===== src/hdl/i2cee_pkg.sv =====
`default_nettype none

package i2cee_pkg;

   // Command codes of the request word.
   localparam logic [1:0] CMD_TICK   = 2'd0;
   localparam logic [1:0] CMD_WRITE  = 2'd1;
   localparam logic [1:0] CMD_READ   = 2'd2;
   localparam logic [1:0] CMD_UNUSED = 2'd3;

   // Configuration register indexes.
   localparam logic CSR_DEVICE_ADDRESS = 1'b0;
   localparam logic CSR_RETRY_LIMIT    = 1'b1;

   localparam logic [7:0] DEVICE_ADDRESS_RESET = 8'd160;
   localparam logic [7:0] RETRY_LIMIT_RESET    = 8'd3;

   // One result word.
   typedef struct packed {
      logic       scl_level;
      logic       sda_level;
      logic       sda_drive;
      logic       busy_res;
      logic       done_res;
      logic       success;
      logic [7:0] read_byte;
   } rsp_type;

endpackage

`default_nettype wire


===== src/hdl/i2c_eeprom_byte_access_unit.sv =====
`default_nettype none

// Channel | Direction | Handshake          | Payload
// req     | in        | req_valid/stall    | cmd, mem_address, write_byte, sda_in
// rsp     | out       | rsp_valid/stall    | scl/sda levels, sda_drive, busy, done,
//         |           |                    | success, read_byte
// csr     | in        | csr_write_en       | csr_index, csr_write_data
//
// One word is accepted every cycle while req_stall is low; its result appears in the
// output register on the next cycle. The sequencer state advances by one pin phase per accepted tick word.
// Synchronous reset returns the sequencer to idle with SCL low and SDA driven high.
// A stalled result holds the output register, and req_stall rises only while a
// result waits and the result side stalls.
module i2c_eeprom_byte_access_unit (
   input  wire         clock,
   input  wire         reset,
   input  wire         req_valid,
   output logic        req_stall,
   input  wire  [1:0]  req_cmd,
   input  wire  [15:0] req_mem_address,
   input  wire  [7:0]  req_write_byte,
   input  wire         req_sda_in,
   output logic        rsp_valid,
   input  wire         rsp_stall,
   output logic        rsp_scl_level,
   output logic        rsp_sda_level,
   output logic        rsp_sda_drive,
   output logic        rsp_busy_res,
   output logic        rsp_done_res,
   output logic        rsp_success,
   output logic [7:0]  rsp_read_byte,
   input  wire         csr_write_en,
   input  wire         csr_index,
   input  wire  [7:0]  csr_write_data
);

   i2cee_pkg::rsp_type result;
   i2cee_pkg::rsp_type rsp_word;
   logic               can_load;
   logic               take;

   assign req_stall = !can_load;
   assign take      = req_valid && can_load;

   i2cee_seq u_seq (
      .clock          (clock),
      .reset          (reset),
      .take           (take),
      .cmd            (req_cmd),
      .mem_address    (req_mem_address),
      .write_byte     (req_write_byte),
      .sda_in         (req_sda_in),
      .csr_write_en   (csr_write_en),
      .csr_index      (csr_index),
      .csr_write_data (csr_write_data),
      .result         (result)
   );

   i2cee_out u_out (
      .clock     (clock),
      .reset     (reset),
      .load      (take),
      .result    (result),
      .rsp_stall (rsp_stall),
      .can_load  (can_load),
      .rsp_valid (rsp_valid),
      .rsp_word  (rsp_word)
   );

   assign rsp_scl_level = rsp_word.scl_level;
   assign rsp_sda_level = rsp_word.sda_level;
   assign rsp_sda_drive = rsp_word.sda_drive;
   assign rsp_busy_res  = rsp_word.busy_res;
   assign rsp_done_res  = rsp_word.done_res;
   assign rsp_success   = rsp_word.success;
   assign rsp_read_byte = rsp_word.read_byte;

endmodule

`default_nettype wire


===== src/hdl/i2cee_seq.sv =====
`default_nettype none

module i2cee_seq (
   input  wire                  clock,
   input  wire                  reset,
   input  wire                  take,
   input  wire [1:0]            cmd,
   input  wire [15:0]           mem_address,
   input  wire [7:0]            write_byte,
   input  wire                  sda_in,
   input  wire                  csr_write_en,
   input  wire                  csr_index,
   input  wire [7:0]            csr_write_data,
   output i2cee_pkg::rsp_type   result
);

   typedef enum logic [4:0] {
      PH_IDLE, PH_ST0, PH_ST1, PH_ST2, PH_ST3,
      PH_WPRE, PH_WSDA, PH_WHI, PH_WLO, PH_AHI, PH_ASMP,
      PH_RHI, PH_RSMP, PH_NK0, PH_NK1, PH_NK2,
      PH_SP0, PH_SP1, PH_SP2, PH_SP3
   } phase_type;

   phase_type   phase_ff, phase_in;
   logic [3:0]  bit_count_ff, bit_count_in;
   logic [2:0]  byte_index_ff, byte_index_in;
   logic [7:0]  shift_ff, shift_in;
   logic [7:0]  tries_ff, tries_in;
   logic [15:0] address_ff, address_in;
   logic [7:0]  data_ff, data_in;
   logic        is_read_ff, is_read_in;
   logic        scl_ff, scl_in;
   logic        sda_ff, sda_lvl_in;
   logic        drive_ff, drive_in;
   logic [7:0]  dev_addr_ff;
   logic [7:0]  retry_ff;

   logic [3:0]  bit_count_inc;
   logic [2:0]  byte_index_inc;
   logic [7:0]  tries_dec;
   logic        done, ok;
   logic [7:0]  rd;

   // Byte sent in the frame at a given position.
   function automatic logic [7:0] frame_byte(input logic [2:0] idx, input logic [7:0] dev,
                                             input logic [15:0] adr, input logic [7:0] dat,
                                             input logic rd_op);
      logic [7:0] b;
      case (idx)
         3'd0:    b = dev & 8'hfe;
         3'd1:    b = adr[15:8];
         3'd2:    b = adr[7:0];
         default: b = rd_op ? (dev | 8'h01) : dat;
      endcase
      return b;
   endfunction

   assign bit_count_inc  = bit_count_ff + 4'd1;
   assign byte_index_inc = byte_index_ff + 3'd1;
   assign tries_dec      = tries_ff - 8'd1;

   always_comb begin
      phase_in      = phase_ff;
      bit_count_in  = bit_count_ff;
      byte_index_in = byte_index_ff;
      shift_in      = shift_ff;
      tries_in      = tries_ff;
      address_in    = address_ff;
      data_in       = data_ff;
      is_read_in    = is_read_ff;
      scl_in        = scl_ff;
      sda_lvl_in    = sda_ff;
      drive_in      = drive_ff;
      done          = 1'b0;
      ok            = 1'b0;
      rd            = 8'd0;
      if (phase_ff == PH_IDLE) begin
         if (cmd == i2cee_pkg::CMD_WRITE || cmd == i2cee_pkg::CMD_READ) begin
            address_in    = mem_address;
            data_in       = write_byte;
            is_read_in    = (cmd == i2cee_pkg::CMD_READ);
            tries_in      = retry_ff;
            byte_index_in = 3'd0;
            bit_count_in  = 4'd0;
            if (retry_ff == 8'd0) begin
               done = 1'b1;
            end else begin
               phase_in = PH_ST0;
            end
         end
      end else if (cmd == i2cee_pkg::CMD_TICK) begin
         case (phase_ff)
            PH_ST0: begin drive_in = 1'b1; sda_lvl_in = 1'b1; phase_in = PH_ST1; end
            PH_ST1: begin scl_in = 1'b1; phase_in = PH_ST2; end
            PH_ST2: begin sda_lvl_in = 1'b0; phase_in = PH_ST3; end
            PH_ST3: begin
               scl_in       = 1'b0;
               shift_in     = frame_byte(byte_index_ff, dev_addr_ff, address_ff, data_ff,
                                         is_read_ff);
               bit_count_in = 4'd0;
               phase_in     = PH_WPRE;
            end
            PH_WPRE: begin drive_in = 1'b1; scl_in = 1'b0; phase_in = PH_WSDA; end
            PH_WSDA: begin sda_lvl_in = shift_ff[7]; phase_in = PH_WHI; end
            PH_WHI:  begin scl_in = 1'b1; phase_in = PH_WLO; end
            PH_WLO: begin
               scl_in       = 1'b0;
               shift_in     = {shift_ff[6:0], 1'b0};
               bit_count_in = bit_count_inc;
               phase_in     = (bit_count_inc >= 4'd8) ? PH_AHI : PH_WSDA;
            end
            PH_AHI: begin drive_in = 1'b0; scl_in = 1'b1; phase_in = PH_ASMP; end
            PH_ASMP: begin
               scl_in = 1'b0;
               if (sda_in) begin
                  // Missing acknowledge: restart the frame or give up.
                  tries_in      = tries_dec;
                  byte_index_in = 3'd0;
                  if (tries_dec == 8'd0) begin
                     phase_in = PH_IDLE;
                     done     = 1'b1;
                  end else begin
                     phase_in = PH_ST0;
                  end
               end else begin
                  byte_index_in = byte_index_inc;
                  if (byte_index_inc <= 3'd2 || (!is_read_ff && byte_index_inc == 3'd3))
                     begin
                     shift_in     = frame_byte(byte_index_inc, dev_addr_ff, address_ff,
                                               data_ff, is_read_ff);
                     bit_count_in = 4'd0;
                     phase_in     = PH_WPRE;
                  end else if (!is_read_ff) begin
                     phase_in = PH_SP0;
                  end else if (byte_index_inc == 3'd3) begin
                     // Repeated start before the device address with the read bit.
                     phase_in = PH_ST0;
                  end else begin
                     shift_in     = 8'd0;
                     bit_count_in = 4'd0;
                     phase_in     = PH_RHI;
                  end
               end
            end
            PH_RHI: begin drive_in = 1'b0; scl_in = 1'b1; phase_in = PH_RSMP; end
            PH_RSMP: begin
               scl_in       = 1'b0;
               shift_in     = {shift_ff[6:0], sda_in};
               bit_count_in = bit_count_inc;
               phase_in     = (bit_count_inc >= 4'd8) ? PH_NK0 : PH_RHI;
            end
            PH_NK0: begin drive_in = 1'b1; sda_lvl_in = 1'b1; phase_in = PH_NK1; end
            PH_NK1: begin scl_in = 1'b1; phase_in = PH_NK2; end
            PH_NK2: begin scl_in = 1'b0; phase_in = PH_SP0; end
            PH_SP0: begin drive_in = 1'b1; sda_lvl_in = 1'b0; phase_in = PH_SP1; end
            PH_SP1: begin scl_in = 1'b1; phase_in = PH_SP2; end
            PH_SP2: begin sda_lvl_in = 1'b1; phase_in = PH_SP3; end
            PH_SP3: begin
               scl_in   = 1'b0;
               done     = 1'b1;
               ok       = 1'b1;
               rd       = is_read_ff ? shift_ff : 8'd0;
               phase_in = PH_IDLE;
            end
            default: phase_in = PH_IDLE;
         endcase
      end
   end

   always_comb begin
      result.scl_level = scl_in;
      result.sda_level = sda_lvl_in;
      result.sda_drive = drive_in;
      result.busy_res  = (phase_in != PH_IDLE);
      result.done_res  = done;
      result.success   = ok;
      result.read_byte = rd;
   end

   always_ff @(posedge clock) begin
      if (reset) begin
         phase_ff      <= PH_IDLE;
         bit_count_ff  <= 4'd0;
         byte_index_ff <= 3'd0;
         shift_ff      <= 8'd0;
         tries_ff      <= 8'd0;
         address_ff    <= 16'd0;
         data_ff       <= 8'd0;
         is_read_ff    <= 1'b0;
         scl_ff        <= 1'b0;
         sda_ff        <= 1'b1;
         drive_ff      <= 1'b1;
         dev_addr_ff   <= i2cee_pkg::DEVICE_ADDRESS_RESET;
         retry_ff      <= i2cee_pkg::RETRY_LIMIT_RESET;
      end else begin
         if (take) begin
            phase_ff      <= phase_in;
            bit_count_ff  <= bit_count_in;
            byte_index_ff <= byte_index_in;
            shift_ff      <= shift_in;
            tries_ff      <= tries_in;
            address_ff    <= address_in;
            data_ff       <= data_in;
            is_read_ff    <= is_read_in;
            scl_ff        <= scl_in;
            sda_ff        <= sda_lvl_in;
            drive_ff      <= drive_in;
         end
         if (csr_write_en) begin
            case (csr_index)
               i2cee_pkg::CSR_DEVICE_ADDRESS: dev_addr_ff <= csr_write_data;
               i2cee_pkg::CSR_RETRY_LIMIT:    retry_ff    <= csr_write_data;
               default: ;
            endcase
         end
      end
   end

endmodule

`default_nettype wire


===== src/hdl/i2cee_out.sv =====
`default_nettype none

module i2cee_out (
   input  wire                  clock,
   input  wire                  reset,
   input  wire                  load,
   input  i2cee_pkg::rsp_type   result,
   input  wire                  rsp_stall,
   output logic                 can_load,
   output logic                 rsp_valid,
   output i2cee_pkg::rsp_type   rsp_word
);

   logic               valid_ff, valid_in;
   i2cee_pkg::rsp_type word_ff;

   // A new word may enter when the register is empty or its word leaves now.
   assign can_load = !valid_ff || !rsp_stall;
   assign valid_in = load || (valid_ff && rsp_stall);

   always_ff @(posedge clock) begin
      if (reset) begin
         valid_ff <= 1'b0;
      end else begin
         valid_ff <= valid_in;
      end
   end

   always_ff @(posedge clock) begin
      if (load) begin
         word_ff <= result;
      end
   end

   assign rsp_valid = valid_ff;
   assign rsp_word  = word_ff;

endmodule

`default_nettype wire


===== config.mk =====
export PLATFORM = sky130hd
export DESIGN_NAME = i2c_eeprom_byte_access_unit
export DESIGN_NICKNAME = d
export VERILOG_FILES = /design/src/hdl/i2cee_pkg.sv /design/src/hdl/i2c_eeprom_byte_access_unit.sv /design/src/hdl/i2cee_seq.sv /design/src/hdl/i2cee_out.sv
export SDC_FILE = /design/constraint.sdc
export NUM_CORES = 1
export LEC_CHECK = 0
export ABC_AREA = 1
export BUFFER_PORTS_ARGS = -buffer_cell sky130_fd_sc_hd__buf_2
export CORE_MARGIN = 4
export CORE_UTILIZATION = 59
export CTS_BUF_LIST = sky130_fd_sc_hd__clkbuf_16
export DETAILED_ROUTE_END_ITERATION = 10
export PLACE_DENSITY = 0.79
export SETUP_SLACK_MARGIN = 0.5
export SYNTH_ARGS = -nofsm -noshare
export SYNTH_HDL_FRONTEND = slang
export SYNTH_SLANG_ARGS = --single-unit

===== constraint.sdc =====
create_clock -name clock -period 2.54 [get_ports clock]
set_input_delay 0.508 -clock clock [delete_from_list [all_inputs] [get_ports clock]]
set_output_delay 0.508 -clock clock [all_outputs]
set_load 0.05 [all_outputs]

* Yosys cells after proc, flatten, opt, wreduce, memory -nomap -nowiden
Index checks and enable logic that the tools add are counted.
Word-level totals: flip-flop bits (word level) 87, bits in latches 0, bits in writable memories 0, bits in read-only memories 0, input bits 41, word-level logic and storage cells 158, memories kept 0
Operators by class: add/subtract/negate cells 3, multiply operators 0, div/mod/pow operators 0, $lt $le $gt $ge 2, eq/ne operators 33, shift-type cells 0, multiplexer cells 55, bitwise gates (word level) 5, reductions and logical operators 39
Operator list (number):
- $pmux 5 s18 | 1
- $mux 8 | 10
- $pmux 8 s3 | 2
- $eq 5x4->1 const B | 8
- $mux 4 | 9
- $mux 5 | 7
- $pmux 8 s4 | 1
- $eq 5x3->1 const B | 4
- $eq 5x5->1 const B | 4
- $mux 3 | 6
- $logic_not 8->1 | 2
- $mux 1 | 14
- $reduce_and 7->1 | 2
- $pmux 4 s3 | 1
- $eq 5x2->1 const B | 2
- $eq 3x2->1 const B | 3
- $reduce_bool 4->1 | 2
- $reduce_or 2->1 | 4
- $reduce_or 4->1 | 2
- $sub 8x1->8 const B | 1
- $reduce_or 7->1 | 1
- $eq 3x1->1 const B | 2
- $logic_not 3->1 | 2
- $pmux 1 s2 | 3
- other kinds (28) | 44

* Longest topological paths before layout
word-level depth 10, depth in mapped cells 15

* Cells and area by module
A second synthesis with hierarchy kept.
Second synthesis, totals: cell total of the unflattened synthesis 700, area total of the unflattened synthesis 4918.5 µm²
By module, submodules not included:
- i2cee_seq | times used 1, cells each 679, area an instance 4448.0 µm², sequential area each 1421.4 µm²
- i2cee_out | times used 1, cells each 18, area an instance 459.2 µm², sequential area each 440.4 µm²
- i2c_eeprom_byte_access_unit | times used 1, cells each 3, area an instance 11.3 µm², sequential area each 0.0 µm²

* Worst setup path before layout
Ideal clock, no wire load.
path kind register -> register, from register u_out.valid_ff (netlist: u_out.rsp_valid), to register u_seq.address_ff[14], library setup time 0.119 ns, data arrival time 2.066 ns, slack 0.355 ns, stages on the path, launching flop included 10, path buffers 2, clock period less this slack 2.185 ns, cell sequence dfxtp_1 -> nand2_1 -> inv_1 -> nor2_2 -> inv_1 -> nor2_1 -> inv_2 -> clkbuf_1 -> buf_2 -> a21oi_1
On the way: cells in the longest elaborated chain, start to end 4
RTL lines:
- from (decl) | RTL line i2cee_out.sv:14 | logic valid_ff, valid_in;
- from (signal assigned) | RTL line i2cee_out.sv:25 | valid_ff <= valid_in;
- $logic_not 1->1 | RTL line i2cee_out.sv:18 | assign can_load = !valid_ff || !rsp_stall;
- $logic_or 1x1->1 | RTL line i2cee_out.sv:18
- $logic_and 1x1->1 | RTL line i2c_eeprom_byte_access_unit.sv:43 | assign take = req_valid && can_load;
- $reduce_and 3->1 (no line)
- to (signal assigned) | RTL line i2cee_seq.sv:202 | address_ff <= address_in;
- to (decl) | RTL line i2cee_seq.sv:29 | logic [15:0] address_ff, address_in;
No other way between the ends. A chain may end at the register's enable or synchronous reset.

==> reports/metrics.yaml <==
clk_latency_ns: 0.34
routed_via_density: 5.52
setup_viol: 0
synth_area_leader_cell: "dfxtp_1"
critPathMaxStageDelay_ns: 0.36
syn_inst: 677
cts.sink_count: 86
stdcell_area_mm2: 0.00560
row_count: 32
fin_crit_sh: 0.772
grt_pass1_vias: 4280
path_cells: "inv_1 > ha_1 > nand2_1 > nand3_1 > nand2_2 > nor2_4 > a21oi_2 > nand3_1 > a21oi_2 > nand2_1 > nor2_1 > nand3_1"
critPathMaxFanout: 9
pwr-share-seq: 0.422
p_per_area_mw_per_mm2: 644
grt_overflow_total: 0
clkPwrFrac: 0.360
setup_tns_ns: 0
rsz0062_at_grt: "yes"
start_kind: "flop"
cts_tree: "done"
grt_pass1_wl_um: 19600
die_area_mm2: 0.00954
switchingPower_w: 0.00115
route.vias.total: 4681
hold-path-endpoint: "u_seq.retry_ff[0]$_SDFFE_PP1P_"
grt_usage: 0.246
min_delay_path_depth: 3
area_delta_synth_final_pct: 18.0
avgRoutedWirePerCell_um: 14.1
r2r.worst_path.cells: 12
fin_crit_ns: 1.96
path_class: "reg -> reg"
layout-drive-gt1-share: 0.202
gp_congestion: 1.01
p_int_w: 0.00246
finalHoldViolations: 0
synth_top_area_frac: 0.304
drtIter0Drc: 263
r2r_slack_ns: 0.58
die_y_um: 97.7
worst_path_most_repeated_cell: "nand3_1"
syn_area_per_cell_um2: 7.01
run_status: "finished, final reports clean"
max_freq_mhz: 510
cts_root_buf: "clkbuf_16"
p_comb_frac: 0.218
ys_warn_count: 0
portBuffers: 56
syn_area_mm2: 0.00474
cts_buffers: 9
worstHoldStart: "csr_write_data[0]"
path_clk_slew_ns: 0.07
ys_seq_elements: 86
io_pins: 57
clk_path_buf_depth: 2
ir_drop_v: 0.000373
endpoint_kind: "flop"
initial_core_util: 0.611
relSlewSlack: 0.572
synth_nets: 728
tightest_slew_ns: 0.640
antenna_found_initial: 0
n_fill_cell: 639
sw_frac_of_total: 0.318
finalNetCount: 792
cp.arrival_ns: 2.05
htree_levels: 3
first_pass_iters: 6
leakage_nw: 2.43
dpl-instance-area_mm2: 0.00512
hp-class: "in -> reg"
routed_wirelength_um: 11900
drv_cap: 0
die_x_um: 97.7
reg2reg_from: "u_seq.byte_index_ff[0]$_SDFFE_PP0P_"
core_area_mm2: 0.00777
fin_worst_skew_ns: 0.00677
synth.area.top_cells: "dfxtp_1 30%, nand2_1 9.2%, o21ai_0 9.0%"
dp_hpwl_um: 8810
antenna-diode-count: 0
ant_nets: 0
finalMaxSlewViolations: 0
grt_max_degree: 50
ys_seq_area_frac: 0.393
reg2reg_to: "u_out.rsp_word[10]$_DFFE_PP_"
route.detailed.drc: 0
ys_types: 47
slowest_stage: "dfxtp_2"
required_ns: 2.63
final cells by class:
cell class | instances | area [um^2] | share of cell area
Clock buffer | 10 | 250 | 0.0447
Tap cell | 102 | 128 | 0.0228
Timing Repair Buffer | 74 | 413 | 0.0738
Clock inverter | 6 | 42.5 | 0.00760
Sequential cell | 86 | 1870 | 0.334
Inverter | 99 | 380 | 0.0680
Multi-Input combinational cell | 471 | 2510 | 0.449
power groups by stage:
stage | clock network (W) | logic, W | registers, W
floorplan | 0 | 0.000508 | 0.00158
CTS | 0.00131 | 0.000730 | 0.00152
global placement | 0 | 0.000704 | 0.00154
detailed placement | 0 | 0.000725 | 0.00155
global route | 0.00137 | 0.000871 | 0.00153
finish | 0.00130 | 0.000785 | 0.00152
worst max-delay path by stage:
stage,from,endpoint
6_report,u_seq.byte_index_ff[0]$_SDFFE_PP0P_,u_out.rsp_word[10]$_DFFE_PP_
5_1_grt,u_seq.phase_ff[2]$_SDFFE_PP0P_,u_seq.byte_index_ff[2]$_SDFFE_PP0P_
4_1_cts,u_seq.phase_ff[2]$_SDFFE_PP0P_,u_seq.byte_index_ff[2]$_SDFFE_PP0P_
3_5_place_dp,rsp_stall,u_seq.address_ff[3]$_SDFFE_PP0P_
3_3_place_gp,req_cmd[0],u_seq.byte_index_ff[2]$_SDFFE_PP0P_
2_1_floorplan,rsp_stall,u_seq.address_ff[14]$_SDFFE_PP0P_
cell families (layout without fill, tap and decap cells):
| group | count (synthesis) | in the layout | synth area share |
|---|---|---|---|
| flip-flops | 86 | 86 | 0.393 |
| AO/OA/AOI/OAI | 203 | 203 | 0.241 |
| XOR/XNOR | 5 | 5 | 0.0108 |
| buffers and inverters | 120 | 189 | 0.0976 |
| AND/OR/NAND/NOR | 253 | 253 | 0.232 |
| adder cells (fa/ha/maj) | 10 | 10 | 0.0264 |
per-stage QoR:
step | setup slack, ns | utilization | hold slack (ns) | cells | power [W]
2_1_floorplan | 0.518 | - | 0.424 | 677 | 0.00209
3_3_place_gp | 0.423 | 0.660 | 0.441 | 821 | 0.00225
3_5_place_dp | 0.373 | 0.660 | 0.455 | 821 | 0.00227
4_1_cts | 0.503 | 0.698 | 0.369 | 837 | 0.00356
5_1_grt | 0.434 | 0.720 | 0.396 | 848 | 0.00377
6_report | 0.580 | 0.720 | 0.369 | 848 | 0.00360
state kept, by name, indices dropped and copies added (netlist names):
name and cells:
u_seq.address_ff 16, u_out.rsp_word 14, u_seq.data_ff 8, u_seq.retry_ff 8
u_seq.shift_ff 8, u_seq.tries_ff 8, u_seq.dev_addr_ff 7, u_seq.phase_ff 5
u_seq.bit_count_ff 4, u_seq.byte_index_ff 3, u_out.rsp_valid 1, u_seq.drive_ff 1
u_seq.is_read_ff 1, u_seq.scl_ff 1, u_seq.sda_ff 1
routing by layer:
metal,part of all wire,vias up,global-route usage
met5,0,-,0
met4,0.019,0,0.0905
met3,0.069,24,0.0452
met2,0.47,173,0.399
met1,0.44,2122,0.328
li1,-,2362,-
cell usage after synthesis (all sizes together):
cell / count
o311a: 1
buf: 3
nand3: 32
xnor2: 2
clkbuf: 18
o21ai: 96
edfxtp: 14
o221ai: 8
o22ai: 9
nand4: 1
o211ai: 4
a211oi: 3
nor3: 5
o21a: 1
xor2: 3
nor4: 2
a21oi: 78
dfxtp: 72
nor2: 89
a31o: 1
inv: 97
or2: 3
nor2b: 1
ha: 10
clkinv: 2
a31oi: 2
nand2: 120
layout by cell type (no fill, tap or decap), types with 3 or more instances in the layout:
cell type  Yosys  routed
o22ai_1        9       9
o221ai_1       8       8
nor2_1        84      80
nand2_1      116     113
o21ai_2        4       4
nor2_4         1       4
o21ai_0       85      85
xor2_1         3       3
o21ai_1        6       6
a21oi_2        3       4
a21oi_1       74      72
nand2_2        2       4
o211ai_1       4       4
nand2_4        2       3
nand3_1       30      30
buf_4          0      17
nor2_2         3       4
edfxtp_1      14      14
buf_2          2      56
inv_2         10      14
ha_1          10       8
dfxtp_1       72      66
dfxtp_2        0       6
clkbuf_16      0      10
inv_1         86      83
critical path: cells and delay by family (launching register included):
family	cells	cell delay [ns]
fa+ha+maj	1	0.25
simple gates	8	0.70
buf+inv	1	0.10
flops	1	0.36
compound gates	2	0.30
repair_timing:
| item | in CTS | in global routing |
|---|---|---|
| setup buffers | 0 | 11 |
| pin swaps | 0 | 4 |
| hold buffers | 0 | 0 |
| endpoints found under the setup margin | 1 | 45 |
| gates resized for setup | 1 | 28 |
No activity file was read; power rests on OpenSTA's default activity.
